`src/sv/round_trip_statistics_defines.svh`:
```
// Assertion helpers shared by the round-trip statistics RTL.
`ifndef ROUND_TRIP_STATISTICS_DEFINES_SVH
`define ROUND_TRIP_STATISTICS_DEFINES_SVH

// Checked at every clock edge outside reset.
`define RTS_ASSERT(label, clk, rst_n, prop, msg) \
  label: assert property (@(posedge clk) disable iff (!rst_n) prop) \
    else $error(msg);

// Checked at every clock edge, reset included.
`define RTS_ASSERT_ALWAYS(label, clk, prop, msg) \
  label: assert property (@(posedge clk) prop) else $error(msg);

`endif

```
`src/sv/rts_pkg.sv`:
```
`default_nettype none

package rts_pkg;

  localparam int unsigned RTT_BITS_DEF   = 20;
  localparam int unsigned COUNT_BITS_DEF = 16;
  localparam int unsigned FIFO_DEPTH_DEF = 2;

endpackage

`default_nettype wire

```
`src/sv/rts_if.sv`:
```
`default_nettype none

interface rts_in_if #(
  parameter int unsigned RTT_BITS = rts_pkg::RTT_BITS_DEF
);
  logic                valid;
  logic                ready;
  logic [RTT_BITS-1:0] rtt_us;

  modport source (output valid, output rtt_us, input ready);
  modport sink   (input valid, input rtt_us, output ready);
endinterface

interface rts_out_if #(
  parameter int unsigned RTT_BITS   = rts_pkg::RTT_BITS_DEF,
  parameter int unsigned COUNT_BITS = rts_pkg::COUNT_BITS_DEF
);
  logic                  valid;
  logic                  ready;
  logic [RTT_BITS-1:0]   min_us;
  logic [RTT_BITS-1:0]   max_us;
  logic [RTT_BITS-1:0]   mean_us;
  logic [RTT_BITS-1:0]   stddev_us;
  logic [COUNT_BITS-1:0] sample_count;
  logic                  dropped;

  modport source (
    output valid, output min_us, output max_us, output mean_us, output stddev_us,
    output sample_count, output dropped, input ready
  );
  modport sink (
    input valid, input min_us, input max_us, input mean_us, input stddev_us,
    input sample_count, input dropped, output ready
  );
endinterface

`default_nettype wire

```
`src/sv/rts_front.sv`:
```
`default_nettype none
`include "round_trip_statistics_defines.svh"

module rts_front #(
  parameter int unsigned RTT_BITS   = 20,
  parameter int unsigned COUNT_BITS = 16,
  parameter int unsigned SNAP_BITS  = 5 * RTT_BITS + 3 * COUNT_BITS + 1
) (
  input  logic                 clk_i,
  input  logic                 rst_ni,
  rts_in_if.sink               rtt_i,
  output logic                 snap_valid_o,
  input  logic                 snap_ready_i,
  output logic [SNAP_BITS-1:0] snap_o
);

  localparam int unsigned SUM_BITS = RTT_BITS + COUNT_BITS;
  localparam int unsigned SQ_BITS  = 2 * RTT_BITS + COUNT_BITS;

  logic                    stage_q;
  logic [RTT_BITS-1:0]     rtt_q;
  logic [2*RTT_BITS-1:0]   sq_q;
  logic [RTT_BITS-1:0]     min_q, min_d;
  logic [RTT_BITS-1:0]     max_q, max_d;
  logic [SUM_BITS-1:0]     sum_q, sum_d;
  logic [SQ_BITS-1:0]      sumsq_q, sumsq_d;
  logic [COUNT_BITS-1:0]   count_q, count_d;
  logic                    drop;
  logic                    accept;
  logic                    push;

  assign rtt_i.ready  = !stage_q;
  assign accept       = rtt_i.valid && !stage_q;
  assign snap_valid_o = stage_q;
  assign push         = stage_q && snap_ready_i;
  assign drop         = &count_q;

  always_comb begin
    min_d   = min_q;
    max_d   = max_q;
    sum_d   = sum_q;
    sumsq_d = sumsq_q;
    count_d = count_q;
    if (!drop) begin
      min_d   = (rtt_q < min_q) ? rtt_q : min_q;
      max_d   = (rtt_q > max_q) ? rtt_q : max_q;
      sum_d   = sum_q + {{COUNT_BITS{1'b0}}, rtt_q};
      sumsq_d = sumsq_q + {{COUNT_BITS{1'b0}}, sq_q};
      count_d = count_q + 1'b1;
    end
  end

  assign snap_o = {drop, count_d, sumsq_d, sum_d, max_d, min_d};

  always_ff @(posedge clk_i or negedge rst_ni) begin
    if (!rst_ni) begin
      stage_q <= 1'b0;
      min_q   <= '1;
      max_q   <= '0;
      sum_q   <= '0;
      sumsq_q <= '0;
      count_q <= '0;
    end else begin
      if (accept) begin
        stage_q <= 1'b1;
      end else if (push) begin
        stage_q <= 1'b0;
      end
      if (push) begin
        min_q   <= min_d;
        max_q   <= max_d;
        sum_q   <= sum_d;
        sumsq_q <= sumsq_d;
        count_q <= count_d;
      end
    end
  end

  always_ff @(posedge clk_i) begin
    if (accept) begin
      rtt_q <= rtt_i.rtt_us;
      sq_q  <= {{RTT_BITS{1'b0}}, rtt_i.rtt_us} * {{RTT_BITS{1'b0}}, rtt_i.rtt_us};
    end
  end

  `RTS_ASSERT(a_count_monotonic, clk_i, rst_ni, count_q >= $past(count_q), "Sample count went down.")
  `RTS_ASSERT(a_min_le_max, clk_i, rst_ni, (count_q == '0) || (min_q <= max_q), "Minimum exceeds maximum.")

endmodule

`default_nettype wire

```
`src/sv/rts_fifo.sv`:
```
`default_nettype none
`include "round_trip_statistics_defines.svh"

module rts_fifo #(
  parameter int unsigned WIDTH = 8,
  parameter int unsigned DEPTH = 2
) (
  input  logic             clk_i,
  input  logic             rst_ni,
  input  logic             push_valid_i,
  output logic             push_ready_o,
  input  logic [WIDTH-1:0] push_data_i,
  output logic             pop_valid_o,
  input  logic             pop_ready_i,
  output logic [WIDTH-1:0] pop_data_o
);

  localparam int unsigned PW = (DEPTH > 1) ? $clog2(DEPTH) : 1;
  localparam int unsigned CW = $clog2(DEPTH + 1);

  logic [WIDTH-1:0] mem_q [DEPTH];
  logic [PW-1:0]    wr_ptr_q, rd_ptr_q;
  logic [CW-1:0]    cnt_q;
  logic             push, pop;

  assign push_ready_o = (cnt_q != CW'(DEPTH));
  assign pop_valid_o  = (cnt_q != '0);
  assign push         = push_valid_i && push_ready_o;
  assign pop          = pop_valid_o && pop_ready_i;
  assign pop_data_o   = mem_q[rd_ptr_q];

  always_ff @(posedge clk_i or negedge rst_ni) begin
    if (!rst_ni) begin
      wr_ptr_q <= '0;
      rd_ptr_q <= '0;
      cnt_q    <= '0;
    end else begin
      if (push) begin
        wr_ptr_q <= (wr_ptr_q == PW'(DEPTH - 1)) ? '0 : wr_ptr_q + 1'b1;
      end
      if (pop) begin
        rd_ptr_q <= (rd_ptr_q == PW'(DEPTH - 1)) ? '0 : rd_ptr_q + 1'b1;
      end
      if (push && !pop) begin
        cnt_q <= cnt_q + 1'b1;
      end else if (pop && !push) begin
        cnt_q <= cnt_q - 1'b1;
      end
    end
  end

  always_ff @(posedge clk_i) begin
    if (push) begin
      mem_q[wr_ptr_q] <= push_data_i;
    end
  end

  `RTS_ASSERT_ALWAYS(a_fill_in_range, clk_i, !rst_ni || cnt_q <= CW'(DEPTH), "Fill count out of range.")

endmodule

`default_nettype wire

```
`src/sv/rts_div.sv`:
```
`default_nettype none

module rts_div #(
  parameter int unsigned QBITS = 20,
  parameter int unsigned DBITS = 16
) (
  input  logic             clk_i,
  input  logic             rst_ni,
  input  logic             start_i,
  input  logic [DBITS-1:0] rem_init_i,
  input  logic [QBITS-1:0] num_i,
  input  logic [DBITS-1:0] den_i,
  output logic             busy_o,
  output logic [QBITS-1:0] quo_o
);

  localparam int unsigned CW = $clog2(QBITS + 1);

  logic             busy_q;
  logic [CW-1:0]    cnt_q;
  logic [DBITS-1:0] rem_q;
  logic [DBITS-1:0] den_q;
  logic [QBITS-1:0] quo_q;
  logic [DBITS:0]   rem_t;
  logic [DBITS:0]   rem_sub;
  logic             fits;

  assign rem_t   = {rem_q, quo_q[QBITS-1]};
  assign fits    = rem_t >= {1'b0, den_q};
  assign rem_sub = rem_t - {1'b0, den_q};
  assign busy_o  = busy_q;
  assign quo_o   = quo_q;

  always_ff @(posedge clk_i or negedge rst_ni) begin
    if (!rst_ni) begin
      busy_q <= 1'b0;
      cnt_q  <= '0;
    end else if (start_i) begin
      busy_q <= 1'b1;
      cnt_q  <= CW'(QBITS);
    end else if (busy_q) begin
      cnt_q <= cnt_q - 1'b1;
      if (cnt_q == CW'(1)) begin
        busy_q <= 1'b0;
      end
    end
  end

  always_ff @(posedge clk_i) begin
    if (start_i) begin
      rem_q <= rem_init_i;
      quo_q <= num_i;
      den_q <= den_i;
    end else if (busy_q) begin
      rem_q <= fits ? rem_sub[DBITS-1:0] : rem_t[DBITS-1:0];
      quo_q <= {quo_q[QBITS-2:0], fits};
    end
  end

endmodule

`default_nettype wire

```
`src/sv/rts_back.sv`:
```
`default_nettype none
`include "round_trip_statistics_defines.svh"

module rts_back #(
  parameter int unsigned RTT_BITS   = 20,
  parameter int unsigned COUNT_BITS = 16,
  parameter int unsigned SNAP_BITS  = 5 * RTT_BITS + 3 * COUNT_BITS + 1
) (
  input  logic                 clk_i,
  input  logic                 rst_ni,
  input  logic                 snap_valid_i,
  output logic                 snap_ready_o,
  input  logic [SNAP_BITS-1:0] snap_i,
  rts_out_if.source            stat_o
);

  localparam int unsigned R  = RTT_BITS;
  localparam int unsigned C  = COUNT_BITS;
  localparam int unsigned SW = $clog2(R);

  localparam logic [2:0] ST_IDLE = 3'd0;
  localparam logic [2:0] ST_DIV  = 3'd1;
  localparam logic [2:0] ST_SQR  = 3'd2;
  localparam logic [2:0] ST_DIFF = 3'd3;
  localparam logic [2:0] ST_ROOT = 3'd4;
  localparam logic [2:0] ST_WAIT = 3'd5;

  logic [2:0]     state_q, state_d;
  logic           out_valid_q;
  logic           take;
  logic           load;

  logic           sum_busy, sq_busy;
  logic [R-1:0]   mean_quo;
  logic [2*R-1:0] sq_quo;

  logic [R-1:0]   min_q, max_q;
  logic [C-1:0]   cnt_q;
  logic           drop_q;
  logic [2*R-1:0] msq_q;
  logic [2*R-1:0] rad_q;
  logic [R+1:0]   rem_q;
  logic [R-1:0]   root_q;
  logic [SW-1:0]  step_q;
  logic [R+3:0]   rem_t, trial, rem_sub;
  logic           fits;

  logic [R-1:0]   min_out_q, max_out_q, mean_out_q, sd_out_q;
  logic [C-1:0]   cnt_out_q;
  logic           drop_out_q;

  assign snap_ready_o = (state_q == ST_IDLE);
  assign take         = snap_valid_i && snap_ready_o;
  assign load         = (state_q == ST_WAIT) && (!out_valid_q || stat_o.ready);

  rts_div #(.QBITS(R), .DBITS(C)) u_div_sum (
    .clk_i      (clk_i),
    .rst_ni     (rst_ni),
    .start_i    (take),
    .rem_init_i (snap_i[3*R+C-1:3*R]),
    .num_i      (snap_i[3*R-1:2*R]),
    .den_i      (snap_i[5*R+3*C-1:5*R+2*C]),
    .busy_o     (sum_busy),
    .quo_o      (mean_quo)
  );

  rts_div #(.QBITS(2 * R), .DBITS(C)) u_div_sq (
    .clk_i      (clk_i),
    .rst_ni     (rst_ni),
    .start_i    (take),
    .rem_init_i (snap_i[5*R+2*C-1:5*R+C]),
    .num_i      (snap_i[5*R+C-1:3*R+C]),
    .den_i      (snap_i[5*R+3*C-1:5*R+2*C]),
    .busy_o     (sq_busy),
    .quo_o      (sq_quo)
  );

  assign rem_t   = {rem_q, rad_q[2*R-1 -: 2]};
  assign trial   = {2'b00, root_q, 2'b01};
  assign fits    = rem_t >= trial;
  assign rem_sub = rem_t - trial;

  always_comb begin
    state_d = state_q;
    unique case (state_q)
      ST_IDLE: if (take) state_d = ST_DIV;
      ST_DIV:  if (!sum_busy && !sq_busy) state_d = ST_SQR;
      ST_SQR:  state_d = ST_DIFF;
      ST_DIFF: state_d = ST_ROOT;
      ST_ROOT: if (step_q == '0) state_d = ST_WAIT;
      ST_WAIT: if (load) state_d = ST_IDLE;
      default: state_d = ST_IDLE;
    endcase
  end

  always_ff @(posedge clk_i or negedge rst_ni) begin
    if (!rst_ni) begin
      state_q     <= ST_IDLE;
      out_valid_q <= 1'b0;
    end else begin
      state_q <= state_d;
      if (load) begin
        out_valid_q <= 1'b1;
      end else if (stat_o.ready) begin
        out_valid_q <= 1'b0;
      end
    end
  end

  always_ff @(posedge clk_i) begin
    if (take) begin
      min_q  <= snap_i[R-1:0];
      max_q  <= snap_i[2*R-1:R];
      cnt_q  <= snap_i[5*R+3*C-1:5*R+2*C];
      drop_q <= snap_i[5*R+3*C];
    end
    if (state_q == ST_SQR) begin
      msq_q <= {{R{1'b0}}, mean_quo} * {{R{1'b0}}, mean_quo};
    end
    if (state_q == ST_DIFF) begin
      rad_q  <= (sq_quo >= msq_q) ? (sq_quo - msq_q) : '0;
      rem_q  <= '0;
      root_q <= '0;
      step_q <= SW'(R - 1);
    end
    if (state_q == ST_ROOT) begin
      rad_q  <= {rad_q[2*R-3:0], 2'b00};
      rem_q  <= fits ? rem_sub[R+1:0] : rem_t[R+1:0];
      root_q <= {root_q[R-2:0], fits};
      step_q <= step_q - 1'b1;
    end
    if (load) begin
      min_out_q  <= min_q;
      max_out_q  <= max_q;
      mean_out_q <= (cnt_q == '0) ? '0 : mean_quo;
      sd_out_q   <= (cnt_q == '0) ? '0 : root_q;
      cnt_out_q  <= cnt_q;
      drop_out_q <= drop_q;
    end
  end

  assign stat_o.valid        = out_valid_q;
  assign stat_o.min_us       = min_out_q;
  assign stat_o.max_us       = max_out_q;
  assign stat_o.mean_us      = mean_out_q;
  assign stat_o.stddev_us    = sd_out_q;
  assign stat_o.sample_count = cnt_out_q;
  assign stat_o.dropped      = drop_out_q;

  `RTS_ASSERT(a_load_from_wait, clk_i, rst_ni, $rose(out_valid_q) |-> ($past(state_q) == ST_WAIT), "Result appeared outside the output step.")
  `RTS_ASSERT(a_mean_in_range, clk_i, rst_ni, out_valid_q |-> ((cnt_out_q == '0) || ((mean_out_q >= min_out_q) && (mean_out_q <= max_out_q))), "Mean lies outside the sample range.")

endmodule

`default_nettype wire

```
`src/sv/round_trip_statistics.sv`:
```
// Running round-trip statistics: each input word is one sample in microseconds, and each
// accepted word yields exactly one result word with the minimum, maximum, truncated mean,
// truncated population standard deviation and sample count, or, once the count is full,
// the unchanged statistics with the dropped flag set. The front end registers a word and
// its square, then, when a small queue takes the updated snapshot, folds the word into the
// accumulators. The back end divides the sum of squares by the count one quotient bit
// per cycle (with the mean division running alongside), squares the mean, subtracts,
// and takes the integer square root two bits per cycle. It takes a new snapshot only in
// its idle state, so it finishes one word before it starts the next. The output register
// lets a finished result wait while the next word is already being worked on.
`default_nettype none

module round_trip_statistics #(
  parameter int unsigned RTT_BITS   = rts_pkg::RTT_BITS_DEF,
  parameter int unsigned COUNT_BITS = rts_pkg::COUNT_BITS_DEF,
  parameter int unsigned FIFO_DEPTH = rts_pkg::FIFO_DEPTH_DEF
) (
  input  logic       clk_i,
  input  logic       rst_ni,
  rts_in_if.sink     rtt_i,
  rts_out_if.source  stat_o
);

  localparam int unsigned SNAP_BITS = 5 * RTT_BITS + 3 * COUNT_BITS + 1;

  logic                 front_valid, front_ready;
  logic [SNAP_BITS-1:0] front_snap;
  logic                 back_valid, back_ready;
  logic [SNAP_BITS-1:0] back_snap;

  rts_front #(
    .RTT_BITS   (RTT_BITS),
    .COUNT_BITS (COUNT_BITS),
    .SNAP_BITS  (SNAP_BITS)
  ) u_front (
    .clk_i        (clk_i),
    .rst_ni       (rst_ni),
    .rtt_i        (rtt_i),
    .snap_valid_o (front_valid),
    .snap_ready_i (front_ready),
    .snap_o       (front_snap)
  );

  rts_fifo #(
    .WIDTH (SNAP_BITS),
    .DEPTH (FIFO_DEPTH)
  ) u_fifo (
    .clk_i        (clk_i),
    .rst_ni       (rst_ni),
    .push_valid_i (front_valid),
    .push_ready_o (front_ready),
    .push_data_i  (front_snap),
    .pop_valid_o  (back_valid),
    .pop_ready_i  (back_ready),
    .pop_data_o   (back_snap)
  );

  rts_back #(
    .RTT_BITS   (RTT_BITS),
    .COUNT_BITS (COUNT_BITS),
    .SNAP_BITS  (SNAP_BITS)
  ) u_back (
    .clk_i        (clk_i),
    .rst_ni       (rst_ni),
    .snap_valid_i (back_valid),
    .snap_ready_o (back_ready),
    .snap_i       (back_snap),
    .stat_o       (stat_o)
  );

endmodule

`default_nettype wire
```
`src/flat_wrapper.sv`:
```
// flat-port wrapper written by rule: the top's interface ports become plain ports
module round_trip_statistics_flat 
#(
  parameter int unsigned RTT_BITS   = rts_pkg::RTT_BITS_DEF,
  parameter int unsigned COUNT_BITS = rts_pkg::COUNT_BITS_DEF,
  parameter int unsigned FIFO_DEPTH = rts_pkg::FIFO_DEPTH_DEF
)
  (clk_i, rst_ni, rtt_i_valid, rtt_i_rtt_us, rtt_i_ready, stat_o_valid, stat_o_min_us, stat_o_max_us, stat_o_mean_us, stat_o_stddev_us, stat_o_sample_count, stat_o_dropped, stat_o_ready);
  rts_in_if #(.RTT_BITS(RTT_BITS)) rtt_i_i ();
  rts_out_if #(.RTT_BITS(RTT_BITS), .COUNT_BITS(COUNT_BITS)) stat_o_i ();
  input  logic clk_i;
  input  logic rst_ni;
  input wire logic [$bits(rtt_i_i.valid)-1:0] rtt_i_valid;
  input wire logic [$bits(rtt_i_i.rtt_us)-1:0] rtt_i_rtt_us;
  output wire logic [$bits(rtt_i_i.ready)-1:0] rtt_i_ready;
  output wire logic [$bits(stat_o_i.valid)-1:0] stat_o_valid;
  output wire logic [$bits(stat_o_i.min_us)-1:0] stat_o_min_us;
  output wire logic [$bits(stat_o_i.max_us)-1:0] stat_o_max_us;
  output wire logic [$bits(stat_o_i.mean_us)-1:0] stat_o_mean_us;
  output wire logic [$bits(stat_o_i.stddev_us)-1:0] stat_o_stddev_us;
  output wire logic [$bits(stat_o_i.sample_count)-1:0] stat_o_sample_count;
  output wire logic [$bits(stat_o_i.dropped)-1:0] stat_o_dropped;
  input wire logic [$bits(stat_o_i.ready)-1:0] stat_o_ready;
  assign rtt_i_i.valid = rtt_i_valid;
  assign rtt_i_i.rtt_us = rtt_i_rtt_us;
  assign rtt_i_ready = rtt_i_i.ready;
  assign stat_o_valid = stat_o_i.valid;
  assign stat_o_min_us = stat_o_i.min_us;
  assign stat_o_max_us = stat_o_i.max_us;
  assign stat_o_mean_us = stat_o_i.mean_us;
  assign stat_o_stddev_us = stat_o_i.stddev_us;
  assign stat_o_sample_count = stat_o_i.sample_count;
  assign stat_o_dropped = stat_o_i.dropped;
  assign stat_o_i.ready = stat_o_ready;
  round_trip_statistics #(.RTT_BITS(RTT_BITS), .COUNT_BITS(COUNT_BITS), .FIFO_DEPTH(FIFO_DEPTH)) u_core (.clk_i(clk_i), .rst_ni(rst_ni), .rtt_i(rtt_i_i), .stat_o(stat_o_i));
endmodule
```
`config.mk`:
```
export PLATFORM = sky130hd
export DESIGN_NAME = round_trip_statistics_flat
export DESIGN_NICKNAME = d
export VERILOG_FILES = /design/src/sv/rts_pkg.sv /design/src/sv/rts_if.sv /design/src/sv/rts_front.sv /design/src/sv/rts_fifo.sv /design/src/sv/rts_div.sv /design/src/sv/rts_back.sv /design/src/sv/round_trip_statistics.sv /design/src/flat_wrapper.sv
export VERILOG_INCLUDE_DIRS = /design/src /design/src/sv
export SDC_FILE = /design/constraint.sdc
export NUM_CORES = 2
export LEC_CHECK = 0
export BUFFER_PORTS_ARGS = -buffer_cell sky130_fd_sc_hd__buf_2
export CAP_MARGIN = 10
export CORE_ASPECT_RATIO = 2
export CORE_MARGIN = 10
export CORE_UTILIZATION = 59
export DETAILED_ROUTE_END_ITERATION = 10
export HOLD_SLACK_MARGIN = 0.06
export PLACE_DENSITY = 0.82
export SLEW_MARGIN = 20
export SYNTH_ARGS = -nofsm -noshare
export SYNTH_HDL_FRONTEND = slang
export SYNTH_SLANG_ARGS = --single-unit
```
`constraint.sdc`:
```
create_clock -name clk_i -period 7.35 [get_ports clk_i]
set_input_delay 0.735 -clock clk_i [delete_from_list [all_inputs] [get_ports clk_i]]
set_output_delay 0.735 -clock clk_i [all_outputs]
set_load 0.1 [all_outputs]
```
**Word level (Yosys, flattened, before mapping)**

Memory sizes are Yosys's and may differ from the RTL's.
Index checks and enable logic that the tools add are counted.

- Add/subtract/negate cells: 14
- $mul: 2
- $lt $le $gt $ge: 6
- Eq/ne operators: 12
- Multiplexer cells: 52
- Reductions and logical operators: 26

Operator list:

| operator | number |
|---|---|
| 2-to-1 mux 40 bit | 5 |
| 2-to-1 mux 20 bit | 8 |
| 2-to-1 mux 16 bit | 7 |
| multiplier 20 x 20 -> 40 bit | 2 |
| 2-to-1 mux 22 bit | 3 |
| adder 56 x 40 -> 56 bit | 1 |
| 2-to-1 mux 56 bit | 1 |
| greater-or-equal comparator 40 bit | 1 |
| subtractor 40 bit | 1 |
| adder 36 x 20 -> 36 bit | 1 |
| 2-to-1 mux 36 bit | 1 |
| greater-or-equal comparator 17 x 16 -> 1 bit | 2 |
| subtractor 16 bit | 2 |
| greater-or-equal comparator 24 x 22 -> 1 bit | 1 |
| subtractor 22 bit | 1 |
| > comparator 20 bit | 1 |
| less-than comparator 20 bit | 1 |
| 2-to-1 mux 5 bit | 4 |
| case mux 3 bit (6 select lines) | 1 |
| adder 16 x 1 -> 16 bit, second input constant | 1 |
| zero test 16 bit | 1 |
| AND reduction 16 bit | 1 |
| 2-to-1 mux 1 bit | 14 |
| nonzero test 2 bit | 7 |
| 21 further kinds | 44 |

- Bits in registers: 603
- Bits in writable memories: 298
- Input bits: 24
- Logic and storage cells: 150
- Memories kept: 1

Memory list:

| memory | words | width | rd ports | clocked after Yosys merged registers in | wr ports | line | RTL |
|---|---|---|---|---|---|---|---|
| u_core.u_fifo.mem_q | 2 | 149 | 1 | 0 | 1 | rts_fifo.sv:21 | `logic [WIDTH-1:0] mem_q [DEPTH];` |

**Logic depth before layout (Yosys ltp)**

- Depth after elaboration: 6
- Gate-level depth with buffers: 29
- Mapped depth without buffers: 28

**By module**

From an unflattened synthesis, not the netlist that was laid out.

- Cells, all modules: 6188
- Area, all modules: 68874.8 um^2

By module, submodules not included:

| module | times used | cells an instance | area each (um^2) | sequential area each (um^2) |
|---|---|---|---|---|
| rts_front | 1 | 2761 | 25036.5 | 5495.3 |
| rts_back | 1 | 2325 | 24910.1 | 8488.1 |
| rts_fifo | 1 | 482 | 11359.6 | 9048.7 |
| rts_div at u_core.u_back.u_div_sq | 1 | 335 | 4200.3 | 2337.2 |
| rts_div at u_core.u_back.u_div_sum | 1 | 285 | 3368.2 | 1711.6 |

**Worst setup path after synthesis**

Ideal clock, no wire load.

- Path kind: register to register
- Start: register u_core.u_fifo.cnt_q[1]
- End: memory u_core.u_fifo.mem_q[0][0] in the netlist's numbering, enable pin
- Arrival time: 7.210 ns
- Setup slack: -0.520 ns
- Cell stages (with the launch flop): 6
- Buffers on the path: 2
- Clock period less this slack: 7.870 ns
- Cell sequence: dfrtp_1 > inv_1 > o21ai_1 > clkbuf_1 > clkbuf_1 > nor2_1

- Word-level cells in the longest chain between the ends: 4

RTL lines:

| item | line | RTL |
|---|---|---|
| start, declared | rts_fifo.sv:23 | `logic [CW-1:0] cnt_q;` |
| start signal, assigned | rts_fifo.sv:45 | `cnt_q <= cnt_q + 1'b1;` |
| start signal, assigned | rts_fifo.sv:47 | `cnt_q <= cnt_q - 1'b1;` |
| != test 2 bit | rts_fifo.sv:26 | `assign push_ready_o = (cnt_q != CW'(DEPTH));` |
| logical AND 1 bit | rts_fifo.sv:28 | `assign push = push_valid_i && push_ready_o;` |
| 2-to-1 mux 1 bit | rts_fifo.sv:53 | `if (push) begin` |
| 2-to-1 mux 1 bit (not written as such) | rts_fifo.sv:54 | `mem_q[wr_ptr_q] <= push_data_i;` |
| end, declared | rts_fifo.sv:21 |  |

Every way passes these cells.

**Worst setup path in the final report**

- Start: register u_core.u_back.u_div_sum.quo_q[12], in the netlist u_core.u_back.u_div_sum.quo_o[12]
- End: register u_core.u_back.msq_q[32] (data pin)

- Word-level cells in the longest chain between the ends: 1

RTL lines:

| item | line | RTL |
|---|---|---|
| start, declared | rts_div.sv:23 | `logic [QBITS-1:0] quo_q;` |
| start signal, assigned | rts_div.sv:52 | `quo_q <= num_i;` |
| start signal, assigned | rts_div.sv:56 | `quo_q <= {quo_q[QBITS-2:0], fits};` |
| multiplier 20 x 20 -> 40 bit | rts_back.sv:118 | `msq_q <= {{R{1'b0}}, mean_quo} * {{R{1'b0}}, mean_quo};` |
| end signal, assigned | rts_back.sv:118 |  |
| end, declared | rts_back.sv:40 | `logic [2*R-1:0] msq_q;` |

Every way passes these cells.
A chain may end at the register's enable or synchronous reset.

==> results by stage <==
Timing:
- The total count of max-transition violations in the final report was 0.
- The clock tree skew after final layout is 61.4 ps.
- The worst slack on hold paths is about 320 ps.
- The portion of the clock cycle consumed by the worst path in the final layout is 96.5%.
- Setup violations remaining at the end of the flow were counted as 0.
- The final critical-path required period is 7090 ps.
- The tightest slew margin relative to the limit is 27.4%.
- The slew at the pin with the worst max-slew slack is between 1000 and 1500 ps.
- The total count of hold-check failures in the final report is 0.
- The highest attainable clock frequency is 141 MHz.

Die:
- The placeable core area is 112,000 um^2.
- The die area is 127,000 um^2.
- The horizontal die dimension is 257 um.
- For this design the top-level I/O count stands at 123.
- The y dimension of the die is about 490 um.
- The starting density of the core is 59.2%.
- The cell row count is 174.

Drt:
- The final route contains 45,800 vias.
- The first routing iteration left 2,765 violations.
- After detailed routing, the average wire length per cell comes to around 21 um.
- The first detailed-routing pass ran for 7 iterations.
- The routed design has ~170,000 um of wire.
- In this run the remaining antenna-violating nets after routing total 0.
- The routed via count divided by cell count is 5.80.
- In the routed design, unresolved DRC markers number 0.

Run:
- The total of max-cap violations is 0.

Setup path:
- The endpoint identified for the worst register-to-register timing path is u_core.u_back.msq_q[32].
- The worst path required time is about 8000 ps.
- Of all nets on the critical path, the largest fanout is 5.
- The worst setup path is captured at a register.
- The depth of the most critical reg-to-reg path is 27.
- The worst flop-to-flop path startpoint is u_core.u_back.u_div_sum.quo_o[12].
- The data arrival time at the worst-slack endpoint is 7560 ps.
- The category of the critical setup timing path is reg -> reg.
- The register-to-register setup slack is approximately 260 ps.
- The startpoint type of the worst setup path is a register.

Synthesis:
- The count of different cell masters after synthesis is 84.
- Summing the areas of all fa, ha and maj instances in the mapped netlist gives between 20% and 30% of the synthesized area.
- After synthesis, the largest family of logic cells by area is adder cells.
- The cell taking the most area after synthesis is sky130_fd_sc_hd__edfxtp_1.
- The Yosys step of the flow raised 0 warnings.
- The async set or reset register ratio after synthesis is 18.9%.
- The post-synthesis instance area is ~66,000 um^2.
- The share of the yosys chip area belonging to registers is 39.4%.
- The fraction of the mapped netlist area in simple logic gates is between 10% and 20%.
- In this run the mean area of a mapped cell was 10.9 um^2.
- The synthesized netlist devotes 4.25% of its cell area to XOR and XNOR gates.
- Among all flip-flop cells after synthesis, the most frequent one is sky130_fd_sc_hd__edfxtp_1.
- Summing the areas of all compound-gate instances in the mapped netlist gives 9.31% of the synthesized area.
- The synthesized net count is 7,173.
- After synthesis, the share of cell area in mux cells is under 10%.
- The area share of the largest cell type after synthesis is 32.9%.
- The flop and latch count out of synthesis is between 800 and 900.
- The number of enable flip-flop cells after synthesis is 726.
- In the post-synthesis netlist, the biggest area contributors are sky130_fd_sc_hd__edfxtp_1, sky130_fd_sc_hd__fa_1, sky130_fd_sc_hd__ha_1.
- The instance count of the mapped netlist is approximately 6,100.

CTS:
- After clock tree synthesis, the clock-pin slew on the worst setup and hold paths is 70 ps.
- The tree built by TritonCTS fans out to 898 sinks.
- The clock buffer count from CTS is 79.
- The buffer depth of the longest clock path is 3.
- TritonCTS built the clock tree.
- The H-tree depth is 3.
- The clock insertion delay at the later pin of the skew report is 710 ps.
- The root buffer cell chosen for the clock tree is sky130_fd_sc_hd__clkbuf_16.

Placed design:
- Input and output buffers added on the ports amount to 122.
- The total placed cells including tap cells is 7,753.
- The congestion estimate from routability-driven global placement came to around 1.
- After detailed placement, the total cell area comes to 70,200 um^2.
- After legalization and detailed placement, the total HPWL measured 129,000 um.

Min path:
- The worst hold path terminates at u_core.u_front.snap_valid_o.
- The startpoint identified for the worst hold timing path is rtt_i_valid.
- The worst hold path class is in -> reg.
- Counting instances, the worst hold path has a depth of 3.

GRT:
- The wire length of the first global-routing pass is ~260,000 um.
- The number of antenna violations at the first check in global routing was 2.
- Global routing finished with a remaining overflow of 0.
- The largest net degree at the start of global routing is 150.
- The global-route usage over all layers is 26.2%.
- The via count of the first global-routing pass is approximately 50,000.

Cells and area:
- The share of post-route cells with drive strength above 1 is a little under an eighth.
- Summing all non-filler instances in the final layout gives an area of 73,100 um^2.
- The final standard cell count with taps included and fillers excluded is between 7,000 and 8,000.
- The final core utilization is 65.2%.
- The most common cell after layout, fill and taps aside is sky130_fd_sc_hd__inv_1.
- The net total in the final layout is approximately 7,400.
- Compared with the post-synthesis result, the final layout area differs by 10.2%.
- In the layout the commonest cells are sky130_fd_sc_hd__inv_1, sky130_fd_sc_hd__edfxtp_1, sky130_fd_sc_hd__nand2_1, sky130_fd_sc_hd__fa_1, sky130_fd_sc_hd__ha_1.
- The filler cells instantiated in the layout total 8,321.

Status:
- The flow ran to the end, and the final reports show no timing, DRC or antenna violations.
-- cell families (layout without fill, tap and decap cells) --
logic type                 count (synthesis)  in the layout
muxes                                    246            246
adders and majority gates               1067           1067
and+or+nand+nor                         1457           1457
DFF                                      898            898
AOI/OAI and AO/OA                        976            976
buffers and inverters                   1117           1443
other                                      0              2
xor gates and xnor gates                 322            322
-- area by class of cell --
class | instances | area (um^2) | share of cell area (%)
multi-input combinational | 4068 | 36100 | 49.4
sequential | 898 | 26100 | 35.7
inverter | 898 | 3370 | 4.61
timing repair buffer | 398 | 2870 | 3.92
clock buffer | 94 | 2060 | 2.82
tap | 1496 | 1870 | 2.56
clock inverter | 53 | 686 | 0.938
antenna | 2 | 5.00 | 0.00684
-- Yosys cell counts, types with 21 or more instances --
library cell and count:
sky130_fd_sc_hd__ha_1 507, sky130_fd_sc_hd__xor2_1 112, sky130_fd_sc_hd__o211ai_1 21, sky130_fd_sc_hd__nand2_1 625, sky130_fd_sc_hd__nor3_1 43, sky130_fd_sc_hd__clkbuf_1 175
sky130_fd_sc_hd__nand2b_1 50, sky130_fd_sc_hd__o21bai_1 34, sky130_fd_sc_hd__dfrtp_1 150, sky130_fd_sc_hd__a21oi_1 276, sky130_fd_sc_hd__xnor2_1 210, sky130_fd_sc_hd__nand3_1 82
sky130_fd_sc_hd__mux2i_1 97, sky130_fd_sc_hd__and2_1 186, sky130_fd_sc_hd__edfxtp_1 726, sky130_fd_sc_hd__o21a_1 25, sky130_fd_sc_hd__o21ai_0 275, sky130_fd_sc_hd__a21o_1 107
sky130_fd_sc_hd__a22o_1 35, sky130_fd_sc_hd__a211oi_1 36, sky130_fd_sc_hd__buf_2 29, sky130_fd_sc_hd__nor2b_1 62, sky130_fd_sc_hd__nand4_1 43, sky130_fd_sc_hd__fa_1 559
sky130_fd_sc_hd__mux2_2 149, sky130_fd_sc_hd__nor2_1 263, sky130_fd_sc_hd__inv_1 897, sky130_fd_sc_hd__and3_1 35
-- registers in the layout, indices dropped and copies added, names as in the netlist, 22 cells and up --
signal	flops
u_core.u_fifo.mem_q	298
u_core.u_front.sum_q	36
u_core.u_front.sq_q	38
u_core.u_back.u_div_sq.quo_o	40
u_core.u_back.msq_q	39
u_core.u_front.sumsq_q	56
u_core.u_back.rem_q	22
u_core.u_back.rad_q	40
-- per-layer routing --
metal | GRT usage (%) | wire length (um)
met4 | 18.0 | 12600
met2 | 50.7 | 92100
met5 | 0 | 0
met3 | 2.88 | 6710
met1 | 25.5 | 54900
-- per-stage QoR --
step                      setup TNS [ps]  worst slack [ps]
after floorplan                        0              28.7
after global placement              -505              -217
after detailed placement            -937              -371
after CTS                              0               120
after global routing               -1.94             -1.94
final                                  0               260
-- how the worst max path moves through the flow --
stage | start | to | cells past startpoint
floorplan | rtt_i_rtt_us[16] | u_core.u_front.sq_q[38] | 23
global placement | rtt_i_rtt_us[6] | u_core.u_front.sq_q[38] | 25
detailed placement | rtt_i_rtt_us[4] | u_core.u_front.sq_q[38] | 24
CTS | u_core.u_back.u_div_sum.quo_o[2] | u_core.u_back.msq_q[39] | 25
global route | u_core.u_back.u_div_sum.quo_o[10] | u_core.u_back.msq_q[39] | 24
finish | u_core.u_back.u_div_sum.quo_o[12] | u_core.u_back.msq_q[32] | 27
-- worst max-delay path, stage by stage (launching register included) --
cell	delay, ps
sky130_fd_sc_hd__edfxtp_1	480
sky130_fd_sc_hd__buf_6	180
sky130_fd_sc_hd__buf_4	150
sky130_fd_sc_hd__nand2_1	80
sky130_fd_sc_hd__fa_1	500
sky130_fd_sc_hd__inv_1	70
sky130_fd_sc_hd__fa_2	590
sky130_fd_sc_hd__inv_1	80
sky130_fd_sc_hd__fa_1	530
sky130_fd_sc_hd__inv_1	50
sky130_fd_sc_hd__fa_1	500
sky130_fd_sc_hd__fa_1	430
sky130_fd_sc_hd__fa_1	490
sky130_fd_sc_hd__inv_1	50
sky130_fd_sc_hd__fa_1	480
sky130_fd_sc_hd__inv_1	50
sky130_fd_sc_hd__ha_1	360
sky130_fd_sc_hd__nand2_1	110
sky130_fd_sc_hd__nor2_2	200
sky130_fd_sc_hd__nand4_1	160
sky130_fd_sc_hd__o21ai_0	160
sky130_fd_sc_hd__o21bai_2	180
sky130_fd_sc_hd__o21ai_2	120
sky130_fd_sc_hd__o21ai_1	210
sky130_fd_sc_hd__buf_4	150
sky130_fd_sc_hd__nor3_1	50
sky130_fd_sc_hd__o21bai_1	190
sky130_fd_sc_hd__xor2_1	280
-- what timing repair did --
action / in CTS / in global routing
setup buffers: 0 / 3
resized for setup: 0 / 15
hold buffers: 1 / 0
endpoints found under the hold margin: 47 / 0
endpoints found under the setup margin: 0 / 10
Power is not shown: default switching activity piles up to over one toggle a cycle in this logic, so the estimate is an artifact.
